--- config.mk ---
export PLATFORM = sky130hd
export DESIGN_NAME = fla_csr
export DESIGN_NICKNAME = d
export VERILOG_FILES = /design/src/rtl/fla_pkg.sv /design/src/rtl/fla_csr.sv
export SDC_FILE = /design/constraint.sdc
export NUM_CORES = 1
export LEC_CHECK = 0
export BUFFER_PORTS_ARGS = -buffer_cell sky130_fd_sc_hd__clkbuf_2
export CORE_ASPECT_RATIO = 1.1
export CORE_UTILIZATION = 25
export CTS_CLUSTER_SIZE = 8
export DETAILED_ROUTE_END_ITERATION = 8
export PLACE_DENSITY = 0.67
export SYNTH_ARGS = -nofsm -noshare
export SYNTH_HDL_FRONTEND = slang
export SYNTH_SLANG_ARGS = --single-unit
--- constraint.sdc ---
create_clock -name clock -period 0.8 [get_ports clock]
set_input_delay 0.12 -clock clock [delete_from_list [all_inputs] [get_ports clock]]
set_output_delay 0.12 -clock clock [all_outputs]
set_load 0.05 [all_outputs]
--- src/rtl/fla_pkg.sv ---
package fla_pkg;

   // heap geometry
   localparam int unsigned HEAP_BYTES      = 65536;
   localparam int unsigned HEAP_WORDS      = HEAP_BYTES / 4;
   localparam int unsigned WORD_AW         = $clog2(HEAP_WORDS);
   localparam int unsigned OFF_W           = $clog2(HEAP_BYTES) + 1;
   localparam int unsigned WALK_MAX        = HEAP_BYTES / 16;
   localparam int unsigned WALK_W          = $clog2(WALK_MAX) + 1;
   localparam int unsigned MIN_BLOCK_BYTES = 16;
   localparam int unsigned FIRST_PAYLOAD   = 16;
   localparam int unsigned INIT_BREAK      = 32;
   localparam int unsigned WORD_W          = 32;

   // field widths
   localparam int unsigned REQ_W   = 17;
   localparam int unsigned BADDR_W = 16;
   localparam int unsigned PADDR_W = 16;
   localparam int unsigned LIMIT_W = 17;
   localparam int unsigned STAT_W  = 2;
   localparam int unsigned CW      = ((OFF_W > REQ_W) ? OFF_W : REQ_W) + 1;

   localparam logic [LIMIT_W-1:0] LIMIT_RESET = LIMIT_W'(65536);

   // codes
   localparam logic KIND_ALLOC = 1'b0;
   localparam logic KIND_FREE  = 1'b1;
   localparam logic [STAT_W-1:0] STATUS_OK   = 2'd0;
   localparam logic [STAT_W-1:0] STATUS_ZERO = 2'd1;
   localparam logic [STAT_W-1:0] STATUS_OOM  = 2'd2;
   localparam logic [1:0] REG_HEAP_LIMIT = 2'd0;

   typedef struct packed {
      logic               kind;
      logic [REQ_W-1:0]   request_size;
      logic [BADDR_W-1:0] block_addr;
   } req_type;

   typedef struct packed {
      logic [PADDR_W-1:0] payload_addr;
      logic [STAT_W-1:0]  status;
   } rsp_type;

   typedef struct packed {
      logic              en;
      logic              we;
      logic [OFF_W-1:0]  addr;
      logic [WORD_W-1:0] wdata;
   } mem_req_type;

   typedef enum logic [5:0] {
      ST_CLEAR, ST_IDLE, ST_ASTART, ST_FF_CHK, ST_FF_SZ, ST_FF_NX,
      ST_GROW, ST_G_T2, ST_G_EPI,
      ST_PL_START, ST_PL_CS, ST_PL_SPLIT, ST_PN_2, ST_PS_2, ST_PS_3, ST_PS_4,
      ST_M_0, ST_M_1, ST_M_2, ST_M_3, ST_M_4, ST_M_5,
      ST_M_T1, ST_M_T2, ST_M_P1, ST_M_P2, ST_M_P3,
      ST_L_0, ST_L_1, ST_L_2, ST_L_3,
      ST_R_START, ST_R_CHK, ST_R_SZ, ST_R_T1, ST_R_T2,
      ST_DONE
   } state_type;

   // heap image after reset: prologue, one free block, epilogue
   function automatic logic [WORD_W-1:0] init_word(input logic [WORD_AW-1:0] idx);
      logic [WORD_W-1:0] w;
      case (idx)
         WORD_AW'(1), WORD_AW'(2): w = WORD_W'(9);
         WORD_AW'(3), WORD_AW'(6): w = WORD_W'(16);
         WORD_AW'(7):              w = WORD_W'(1);
         default:                  w = '0;
      endcase
      return w;
   endfunction

   function automatic mem_req_type mem_rd(input logic [OFF_W-1:0] a);
      mem_req_type m;
      m.en    = 1'b1;
      m.we    = 1'b0;
      m.addr  = a;
      m.wdata = '0;
      return m;
   endfunction

   function automatic mem_req_type mem_wr(input logic [OFF_W-1:0] a,
                                          input logic [WORD_W-1:0] d);
      mem_req_type m;
      m.en    = 1'b1;
      m.we    = 1'b1;
      m.addr  = a;
      m.wdata = d;
      return m;
   endfunction

endpackage

--- src/rtl/fla_csr.sv ---
module fla_csr (
   input  logic                         clock,
   input  logic                         reset,
   input  logic                         psel,
   input  logic                         penable,
   input  logic                         pwrite,
   input  logic [1:0]                   paddr,
   input  logic [31:0]                  pwdata,
   output logic [31:0]                  prdata,
   output logic                         pready,
   output logic [fla_pkg::LIMIT_W-1:0]  heap_limit
);

   logic [fla_pkg::LIMIT_W-1:0] limit_ff;
   logic [fla_pkg::LIMIT_W-1:0] limit_in;
   logic                        wr_beat;

   // write beat on the access phase; one register, all addresses map to it
   assign wr_beat = psel & penable & pwrite & (paddr[1:0] == fla_pkg::REG_HEAP_LIMIT
                                                || paddr != fla_pkg::REG_HEAP_LIMIT);

   always_comb begin
      limit_in = limit_ff;
      if (wr_beat) begin
         limit_in = pwdata[fla_pkg::LIMIT_W-1:0];
      end
   end

   always_ff @(posedge clock) begin
      if (reset) begin
         limit_ff <= fla_pkg::LIMIT_RESET;
      end else begin
         limit_ff <= limit_in;
      end
   end

   assign prdata     = 32'(limit_ff);
   assign pready     = 1'b1;
   assign heap_limit = limit_ff;

endmodule

# Word level (Yosys, flattened, before mapping)
# Cells that the tools add are included.
# Widths: inputs -> output; s select.
[word_totals]
reg_bits = 17
input_bits = 39
out_inout_bits = 50
word_cells = 7
[classes]
bitwise = 3
reduce_logical = 3
[op_table]
columns = ["cell", "count"]
rows = [
  ["$and 1x1->1", 3],
  ["$logic_not 2->1", 1],
  ["$reduce_bool 2->1", 1],
  ["$logic_or 1x1->1", 1],
]

# Logic depth before layout (Yosys ltp)
# Gate-level depths: netlist of run 1.
[logic_depth]
word_depth = 3
mapped_depth = 4
depth_no_buf = 2

# Worst setup path before layout of run 1
# Ideal clock, no wire load.
[synth_path]
path_type = "reg-to-output"
from = "register limit_ff, in the netlist heap_limit[0]"
to = "output prdata[0]"
t_arrival_ns = 0.914
required_ns = 0.680
slack_ns = -0.234
path_stages_with_launch = 2
n_path_buf = 1
cell_sequence = "dfxtp_1 -> buf_4"
[synth_rtl]
columns = ["element", "line", "rtl"]
rows = [
  ["start: declaration", "fla_csr.sv:14", "logic [fla_pkg::LIMIT_W-1:0] limit_ff;"],
  ["start signal: assignment", "fla_csr.sv:31", "limit_ff <= fla_pkg::LIMIT_RESET;"],
  ["start signal: assignment", "fla_csr.sv:33", "limit_ff <= limit_in;"],
  ["end: declaration", "fla_csr.sv:9", "output logic [31:0] prdata,"],
]
# No word-level cell between the ends.

# Final worst setup path of run 1
[layout_path]
from = "register limit_ff, in the netlist heap_limit[8]"
to = "output prdata[8]"
# No word-level cell between the ends.

==> results of run 1 <==
layer usage:
layer | vias up | share of wire | track usage
li1 | 368 | - | -
met3 | 0 | 0.097 | 0.0381
met5 | - | 0 | 0
met2 | 49 | 0.51 | 0.172
met1 | 331 | 0.39 | 0.107
met4 | 0 | 0 | 0.0388
kinds of logic after synthesis:
| family | Yosys count | synth area share |
|---|---|---|
| muxes | 17 | 0.166 |
| DFF | 17 | 0.333 |
| other | 2 | 0.00735 |
| buffers and inverters | 38 | 0.284 |
| and+or+nand+nor | 35 | 0.209 |
area by class of cell:
class / count / share of cell area
clock buffer: 3 / 0.0239
clock inverter: 1 / 0.00290
multi-input combinational: 68 / 0.257
sequential: 17 / 0.234
tap: 52 / 0.0377
timing repair buffer: 58 / 0.445
stage by stage:
stage               utilization  power [mW]  instance area (um^2)
floorplan                     -        1.47                  1140
global placement          0.311        1.49                  1220
detailed placement        0.311        1.49                  1220
CTS                       0.433        2.31                  1700
global route              0.439        2.43                  1730
finish                    0.439        2.30                  1730
cells in the final DEF (no fill, tap or decap), drive strengths merged:
cell    instances
nor2            2
and3            1
clkbuf         38
nand2b         32
conb           16
clkinv          1
mux2i          17
dfxtp          17
buf            23
worst max path at each step:
stage          slack [ns]  depth (start not counted)                   startpoint                         end
5_1_grt             -0.14                          1  heap_limit[10]$_SDFFE_PP0P_              heap_limit[10]
3_3_place_gp        -0.06                          4                       pwrite  heap_limit[0]$_SDFFE_PP0P_
4_1_cts             -0.12                          1   heap_limit[1]$_SDFFE_PP0P_                   prdata[1]
2_1_floorplan        0.01                          4                       pwrite  heap_limit[0]$_SDFFE_PP0P_
6_report            -0.11                          1   heap_limit[8]$_SDFFE_PP0P_                   prdata[8]
3_5_place_dp        -0.08                          4                       pwrite  heap_limit[2]$_SDFFE_PP0P_
what timing repair did:
| item | 4_1_cts | 5_1_grt |
|---|---|---|
| gates resized for setup | 80 | 20 |
| hold buffers | 0 | 0 |
| endpoints found under the setup margin | 34 | 34 |
power groups by stage:
stage	Combinational (mW)	Sequential, mW	Clock (mW)
after floorplan	0.484	0.987	0
after global placement	0.607	0.881	0
after detailed placement	0.609	0.883	0
after CTS	0.742	0.878	0.690
after global routing	0.789	0.892	0.745
final	0.757	0.886	0.653
==> metrics, run 1 <==
unrepaired setup endpoints after global routing=true; # nets final=approximately 190; failing checks=setup timing; Hold Fails Final Rpt=0; ys async rst share=0; Fillers=between 300 and 400; critical path class=register to output pin; Clock Tree Buf Depth=2; Initial Util=0.260; post-layout worst setup margin=-0.108 ns; peak supply drop=between 0.4 and 0.5 mV; hold endpoint=heap_limit[11]$_SDFFE_PP0P_; share of cells above drive strength 1=0.537; Congestion Overflow GR=0; pre-CTS WS=-0.0816 ns; Post-CTS Setup Bufs=0; vias per inst=roughly 3.8; area of the multi-input gates=444 um^2; Clk Latency, worst-skew pair=0.25 ns; number of diodes=0; DRT Wirelength=between 2000 and 2500 um; Combinational Power Share=0.330; required time of the critical path=roughly 0.7 ns; worst min path class=input port to register; WHS Path Cells=3; sum of negative setup slack=-3.28 ns; LEAKAGE=0.737 nW; Area Overhead vs Synth=69.0%; GRT Util Overall=0.0993; std cell rows=24; R2R cell count=2; Setup Skew=0 ns; DP Wirelength=1340 um; die area=between 0.004 and 0.005 mm^2; Post-synth top cells=33 x buf_4, 32 x nand2b_1, 17 x dfxtp_1, 17 x mux2i_1, 3 x clkbuf_1; height of the die=~69 um; CP Data Arrival Time=0.79 ns; CTS root buffer=clkbuf_8; CTS buffer count=3; CP endpoint kind=output pin; clock power share=0.284; residual DRC count=0; sequential area share after synthesis=0.333; number of detailed-route iterations in the first pass=4; CP max-delay cell=dfxtp_4; most common cell in the netlist=buf_4; Post-Place Cells=around 200; r2r setup slk=approximately 0.17 ns; CP delay by family, top=flip-flops; final worst path period share=1.14; Placer Congestion=between 0.6 and 0.7; Layout Cells excl Fill=roughly 200; Switching Share=0.356; synthesized flop and latch total=17; DR vias=around 750; Synth Flop Type=dfxtp_1; number of flip-flops in the largest register=17; clk sinks=17; detailed router's first-iteration violation count=15; Reg area=slightly above 400 um^2; antenna viol nets, final=0; clk slew on worst S/H paths=~0.070 ns; dominant cell type by area after synthesis=dfxtp_1; Routed WL per cell=about 10 um; Pint=roughly 1.5 mW; part of the power in registers=0.386; chip width=about 63 um; Final Max Tran Viols=0; CTS tree=yes; first-pass GRT wire length=~3400 um; fin crit period=between 0.9 and 1 ns; Pwr Density=about 1300 mW/mm^2; WHS=between 0.09 and 0.1 ns; Ys Warns=0; maximum number of pins on one net before global-route repair=19; Final Setup Violations=34; Post-synth EDFFs=0; core area=0.00393 mm^2; HP Start=pwdata[11]; crit path buf inv count=1; NetSw=817 uW; crit path launch type=register; Max Fclk=between 1000 and 1500 MHz; max cap viols=0; reg2reg start=heap_limit[16]$_SDFFE_PP1P_; status=finished with violations; worst r2r dst=heap_limit[16]$_SDFFE_PP1P_; Mapped Cells=109; CP max stage delay=0.38 ns; Synth top area share=0.333; Crit Path Max Fanout=3; IO Pins=89; IO Port Bufs=55; H-tree depth=1; cells along the critical path=clkbuf_16; Mean Syn Cell Area=~9.4 um^2; vias in the first global route=740; initial antenna violation count=0; leading post-synthesis cells by cell area=dfxtp_1 33%, buf_4 24%, nand2b_1 20%; Post-Synthesis Cell Area=0.00102 mm^2; Synth cell types=10
(Power assumes the default switching activity.)
==> run 2: changes to the inputs <==
Settings changed: BUFFER_PORTS_ARGS -buffer_cell sky130_fd_sc_hd__clkbuf_2 to unset, CELL_PAD_IN_SITES_DETAIL_PLACEMENT set to 0, CELL_PAD_IN_SITES_GLOBAL_PLACEMENT set to 2, DONT_BUFFER_PORTS set to 1, PLACE_DENSITY 0.67 to 0.75.
==> run 2 against run 1 <==
The run still ends with setup timing left. Setup slack got worse by 0.0011 ns. Sequential power fell by 2%. Combinational power fell by 17%. Via count fell by 18%. Cell area fell by 21%. Clock power rose by 0.6%. Die area did not move. Worst hold slack got worse by 0.082 ns. Flip-flop and latch count did not move. Total power fell by 6.1%. Final cell count fell by 18%. Critical endpoint is now prdata[5]. Largest power group unchanged.
==> metrics, run 2 (same netlist as run 1, synthesis figures left out) <==
status=finished with violations; failing checks=setup timing; most frequent cells in the layout=32 x nand2b_1, 18 x buf_12, 17 x mux2i_1, 17 x dfxtp_4, 16 x conb_1; GR Layer Usage met2=0.145; number of detailed-route iterations in the first pass=3; die area=around 0.0043 mm^2; required time of the critical path=0.68 ns; Congestion Overflow GR=0; clk slew on worst S/H paths=0.07 ns; LEAKAGE=roughly 0.52 nW; std cell rows=24; gr busiest metal=met2; sum of negative setup slack=-3.41 ns; Switching Share=0.359; residual DRC count=0; critical path class=register to output pin; worst min path class=input port to register; Crit Path Max Fanout=2; CTS root buffer=clkbuf_8; Hold Fails Final Rpt=0; share of cells above drive strength 1=0.366; first-pass GRT wire length=2840 um; met1 Usage GRT=0.0950; commonest non-fill, non-tap cell in the layout=nand2b_1; chip width=approximately 63 um; Area Overhead vs Synth=33.8%; number of flip-flops in the largest register=17; # nets final=152; fin crit period=a little over 0.9 ns; detailed router's first-iteration violation count=8; Routed WL per cell=11.1 um; DP Wirelength=1430 um; H-tree depth=1; IO Pins=89; antenna viol nets, final=0; Max Fclk=1100 MHz; CP Data Arrival Time=a little under 0.8 ns; Final Max Tran Viols=0; CTS buffer count=3; vias in the first global route=598; post-layout worst setup margin=-0.109 ns; crit path launch type=register; Final Setup Violations=34; CP max-delay cell=dfxtp_4; r2r setup slk=about 0.10 ns; CP max stage delay=~0.37 ns; peak supply drop=0.416 mV; DR vias=between 600 and 700; maximum number of pins on one net before global-route repair=35; M3 GR Usage=0.0348; height of the die=between 60 and 70 um; Combinational Power Share=0.291; Final Power=roughly 2.2 mW; clock power share=0.305; CTS tree=yes; IO Port Bufs=0; CP endpoint kind=output pin; core area=approximately 0.004 mm^2; unrepaired setup endpoints after global routing=true; CP delay by family, top=flip-flops; initial antenna violation count=0; NetSw=774 uW; clk sinks=17; vias per inst=between 3 and 4; cells along the critical path=buf_12; max cap viols=0; Pwr Density=1580 mW/mm^2; GRT Util Overall=0.0877; Setup Skew=0 ns; Placer Congestion=approximately 0.6; part of the power in registers=0.404; number of diodes=0; Clock Tree Buf Depth=2; DRT Wirelength=about 1800 um; Pint=~1.4 mW; Clk Latency, worst-skew pair=0.25 ns; final worst path period share=1.14; Initial Util=0.260; crit path buf inv count=1
-- run 2: power by group through the flow --
stage | Sequential, mW | Combinational, mW | Clock, mW
after floorplan | 0.987 | 0.484 | 0
after global placement | 0.890 | 0.609 | 0
after detailed placement | 0.893 | 0.617 | 0
after CTS | 0.873 | 0.627 | 0.697
after global routing | 0.876 | 0.649 | 0.759
final | 0.872 | 0.628 | 0.657
-- run 2: path summary, 6_finish.rpt --
path                               start                     endpoint  cells after the start
min reg2reg  heap_limit[10]$_SDFFE_PP0P_  heap_limit[10]$_SDFFE_PP0P_                      2
min                            pwdata[9]   heap_limit[9]$_SDFFE_PP0P_                      2
max           heap_limit[5]$_SDFFE_PP0P_                    prdata[5]                      1
max reg2reg  heap_limit[13]$_SDFFE_PP0P_  heap_limit[13]$_SDFFE_PP0P_                      3
-- run 2: stage by stage --
stage                     std cells  hold slack [ns]  utilization  area, um^2  worst slack [ns]
final                           164           0.0117        0.348        1370            -0.109
after global routing            164          0.00285        0.348        1370            -0.149
after CTS                       163          0.00520        0.345        1360            -0.125
after detailed placement        156            0.272        0.326        1280           -0.0381
after global placement          156            0.269        0.326        1280            0.0159
after floorplan                 123            0.264            -        1140            0.0119
-- run 2: what timing repair did --
item / in CTS / in global routing
hold buffers: 2 / 1
gates resized for setup: 0 / 0
buffers inserted: 1 / 0
setup endpoints to repair: 34 / 34
endpoints found under the hold margin: 2 / 1
cloned: 0 / 0
-- run 2: routing by layer --
metal | share of wire | up-vias
li1 | - | 297
met1 | 0.38 | 281
met2 | 0.54 | 33
met3 | 0.070 | 2
met4 | 0.0077 | 0
met5 | 0 | -
-- run 2: area by class of cell --
class,count,area [um^2]
multi-input cells,68,444
repair buffers,23,405
flip-flops and latches,17,404
clock buffers,3,41.3
well taps,52,65.1
fillers,398,2570
clock inverters,1,7.51
==> run 3: changes to the inputs <==
Settings changed: GPL_TIMING_DRIVEN set to 0.
==> run 3 against run 2 <==
The flow still finishes with violations (setup timing). Largest cell class unchanged. Critical path depth did not move. Sequential power rose by 13%. Critical path type unchanged. Largest power group unchanged. Maximum frequency fell by 9.8%. Count of clock-buffer cells in the layout rose by 1. Clock skew did not move. Die area did not move.
==> metrics, run 3 (same netlist as run 1, synthesis figures left out) <==
status=finished with violations; failing checks=setup timing; LEAKAGE=between 0.5 and 0.6 nW; hold endpoint=heap_limit[8]$_SDFFE_PP0P_; share of cells above drive strength 1=0.433; CTS tree=yes; IO Pins=89; std cell rows=24; vias per inst=roughly 3.7; Pint=around 1.4 mW; Placer Congestion=0.615; number of detailed-route iterations in the first pass=2; Initial Util=0.260; M3 GR Usage=0.0381; GRT Util Overall=0.0911; met1 Usage GRT=0.0890; Max Fclk=approximately 990 MHz; Final Power=approximately 2.2 mW; sum of negative setup slack=-3.85 ns; commonest non-fill, non-tap cell in the layout=nand2b_1; residual DRC count=0; vias in the first global route=roughly 640; initial antenna violation count=0; Routed WL per cell=11.2 um; number of flip-flops in the largest register=17; Final Max Tran Viols=0; Area Overhead vs Synth=34.6%; Hold Fails Final Rpt=0; DP Wirelength=1580 um; Crit Path Max Fanout=3; height of the die=approximately 69 um; Crit path depth=1; detailed router's first-iteration violation count=6; part of the power in registers=0.451; CP Data Arrival Time=0.89 ns; final worst path period share=1.26; CP max-delay cell=dfxtp_4; WHS Path Cells=2; Reg area=a little over 400 um^2; R2R cell count=2; Pwr Density=~1600 mW/mm^2; # nets final=167; reg2reg start=heap_limit[1]$_SDFFE_PP0P_; maximum number of pins on one net before global-route repair=11; clk sinks=17; core area=between 0.003 and 0.004 mm^2; crit path buf inv count=1; die area=between 0.004 and 0.005 mm^2; Combinational Power Share=0.251; most frequent cells in the layout=32 x nand2b_1, 17 x mux2i_1, 17 x buf_8, 17 x dfxtp_4; number of diodes=0; required time of the critical path=just under 0.7 ns; max cap viols=0; worst r2r dst=heap_limit[1]$_SDFFE_PP0P_; crit path launch type=register; CP max stage delay=around 0.46 ns; clk slew on worst S/H paths=0.07 ns; r2r setup slk=0.06 ns; H-tree depth=1; chip width=63.0 um; gr busiest metal=met2; CP endpoint kind=output pin; GR Layer Usage met2=0.161; cells along the critical path=buf_8; area of the multi-input gates=approximately 440 um^2; Clock Tree Buf Depth=2; worst min path class=input port to register; Clk Latency, worst-skew pair=roughly 0.25 ns; CP delay by family, top=flip-flops; Post-CTS Setup Bufs=0; DR vias=between 600 and 700; CTS buffer count=3; DRT Wirelength=2000 um; fin crit period=~1 ns; Setup Skew=0 ns; Switching Share=0.359; unrepaired setup endpoints after global routing=true; first-pass GRT wire length=3010 um; critical path class=register to output pin; Final Setup Violations=34; peak supply drop=0.437 mV; post-layout worst setup margin=-0.208 ns; IO Port Bufs=0; antenna viol nets, final=0; CTS root buffer=clkbuf_8; Fillers=about 420; crit path from=heap_limit[13]$_SDFFE_PP0P_; NetSw=784 uW; HP Start=pwdata[8]; clock power share=0.298; Congestion Overflow GR=0
[run 3: cell types whose count changed in the layout (fill, tap and decap cells not counted), moves of 3 or more]
cell           delta
buf_4            +14
dlygate4sd3_1     -3
clkbuf_1          +4
buf_8            +17
buf_12           -17
[run 3: stage by stage]
stage	setup WS, ns	instance area, um^2	utilization	hold slack, ns	std cells
6_report	-0.208	1380	0.350	0.0111	179
5_1_grt	-0.235	1380	0.350	0.00494	179
4_1_cts	-0.223	1380	0.350	0.00139	179
3_5_place_dp	-0.0974	1200	0.306	0.276	175
3_3_place_gp	-0.0449	1200	0.306	0.270	175
2_1_floorplan	0.0119	1140	-	0.264	123
[run 3: area by class of cell]
class / instances / share of cell area
multi-input combinational: 68 / 0.323
tap: 52 / 0.0473
sequential: 17 / 0.294
buffer: 38 / 0.304
clock buffer: 4 / 0.0327
[run 3: what timing repair did]
item	in CTS	in global routing
gates resized for setup	34	0
setup endpoints to repair	34	34
hold buffers	0	0
pin swaps	0	0
[run 3: worst max path at each step]
stage,endpoint,slack (ns)
3_3_place_gp,heap_limit[5]$_SDFFE_PP0P_,-0.04
3_5_place_dp,heap_limit[5]$_SDFFE_PP0P_,-0.1
6_report,prdata[13],-0.21
4_1_cts,prdata[13],-0.22
2_1_floorplan,heap_limit[0]$_SDFFE_PP0P_,0.01
5_1_grt,prdata[13],-0.23
[run 3: routing by layer]
metal	up-vias	routed length [um]
met2	41	1060
met3	4	193
met5	-	0
li1	328	-
met1	298	718
met4	0	24
[run 3: power by group through the flow]
| stage | combinational (mW) | clock, mW | sequential [mW] |
|---|---|---|---|
| 5_1_grt | 0.573 | 0.728 | 0.989 |
| 3_3_place_gp | 0.506 | 0 | 0.993 |
| 2_1_floorplan | 0.484 | 0 | 0.987 |
| 4_1_cts | 0.550 | 0.699 | 0.986 |
| 3_5_place_dp | 0.510 | 0 | 0.995 |
| 6_report | 0.548 | 0.650 | 0.985 |
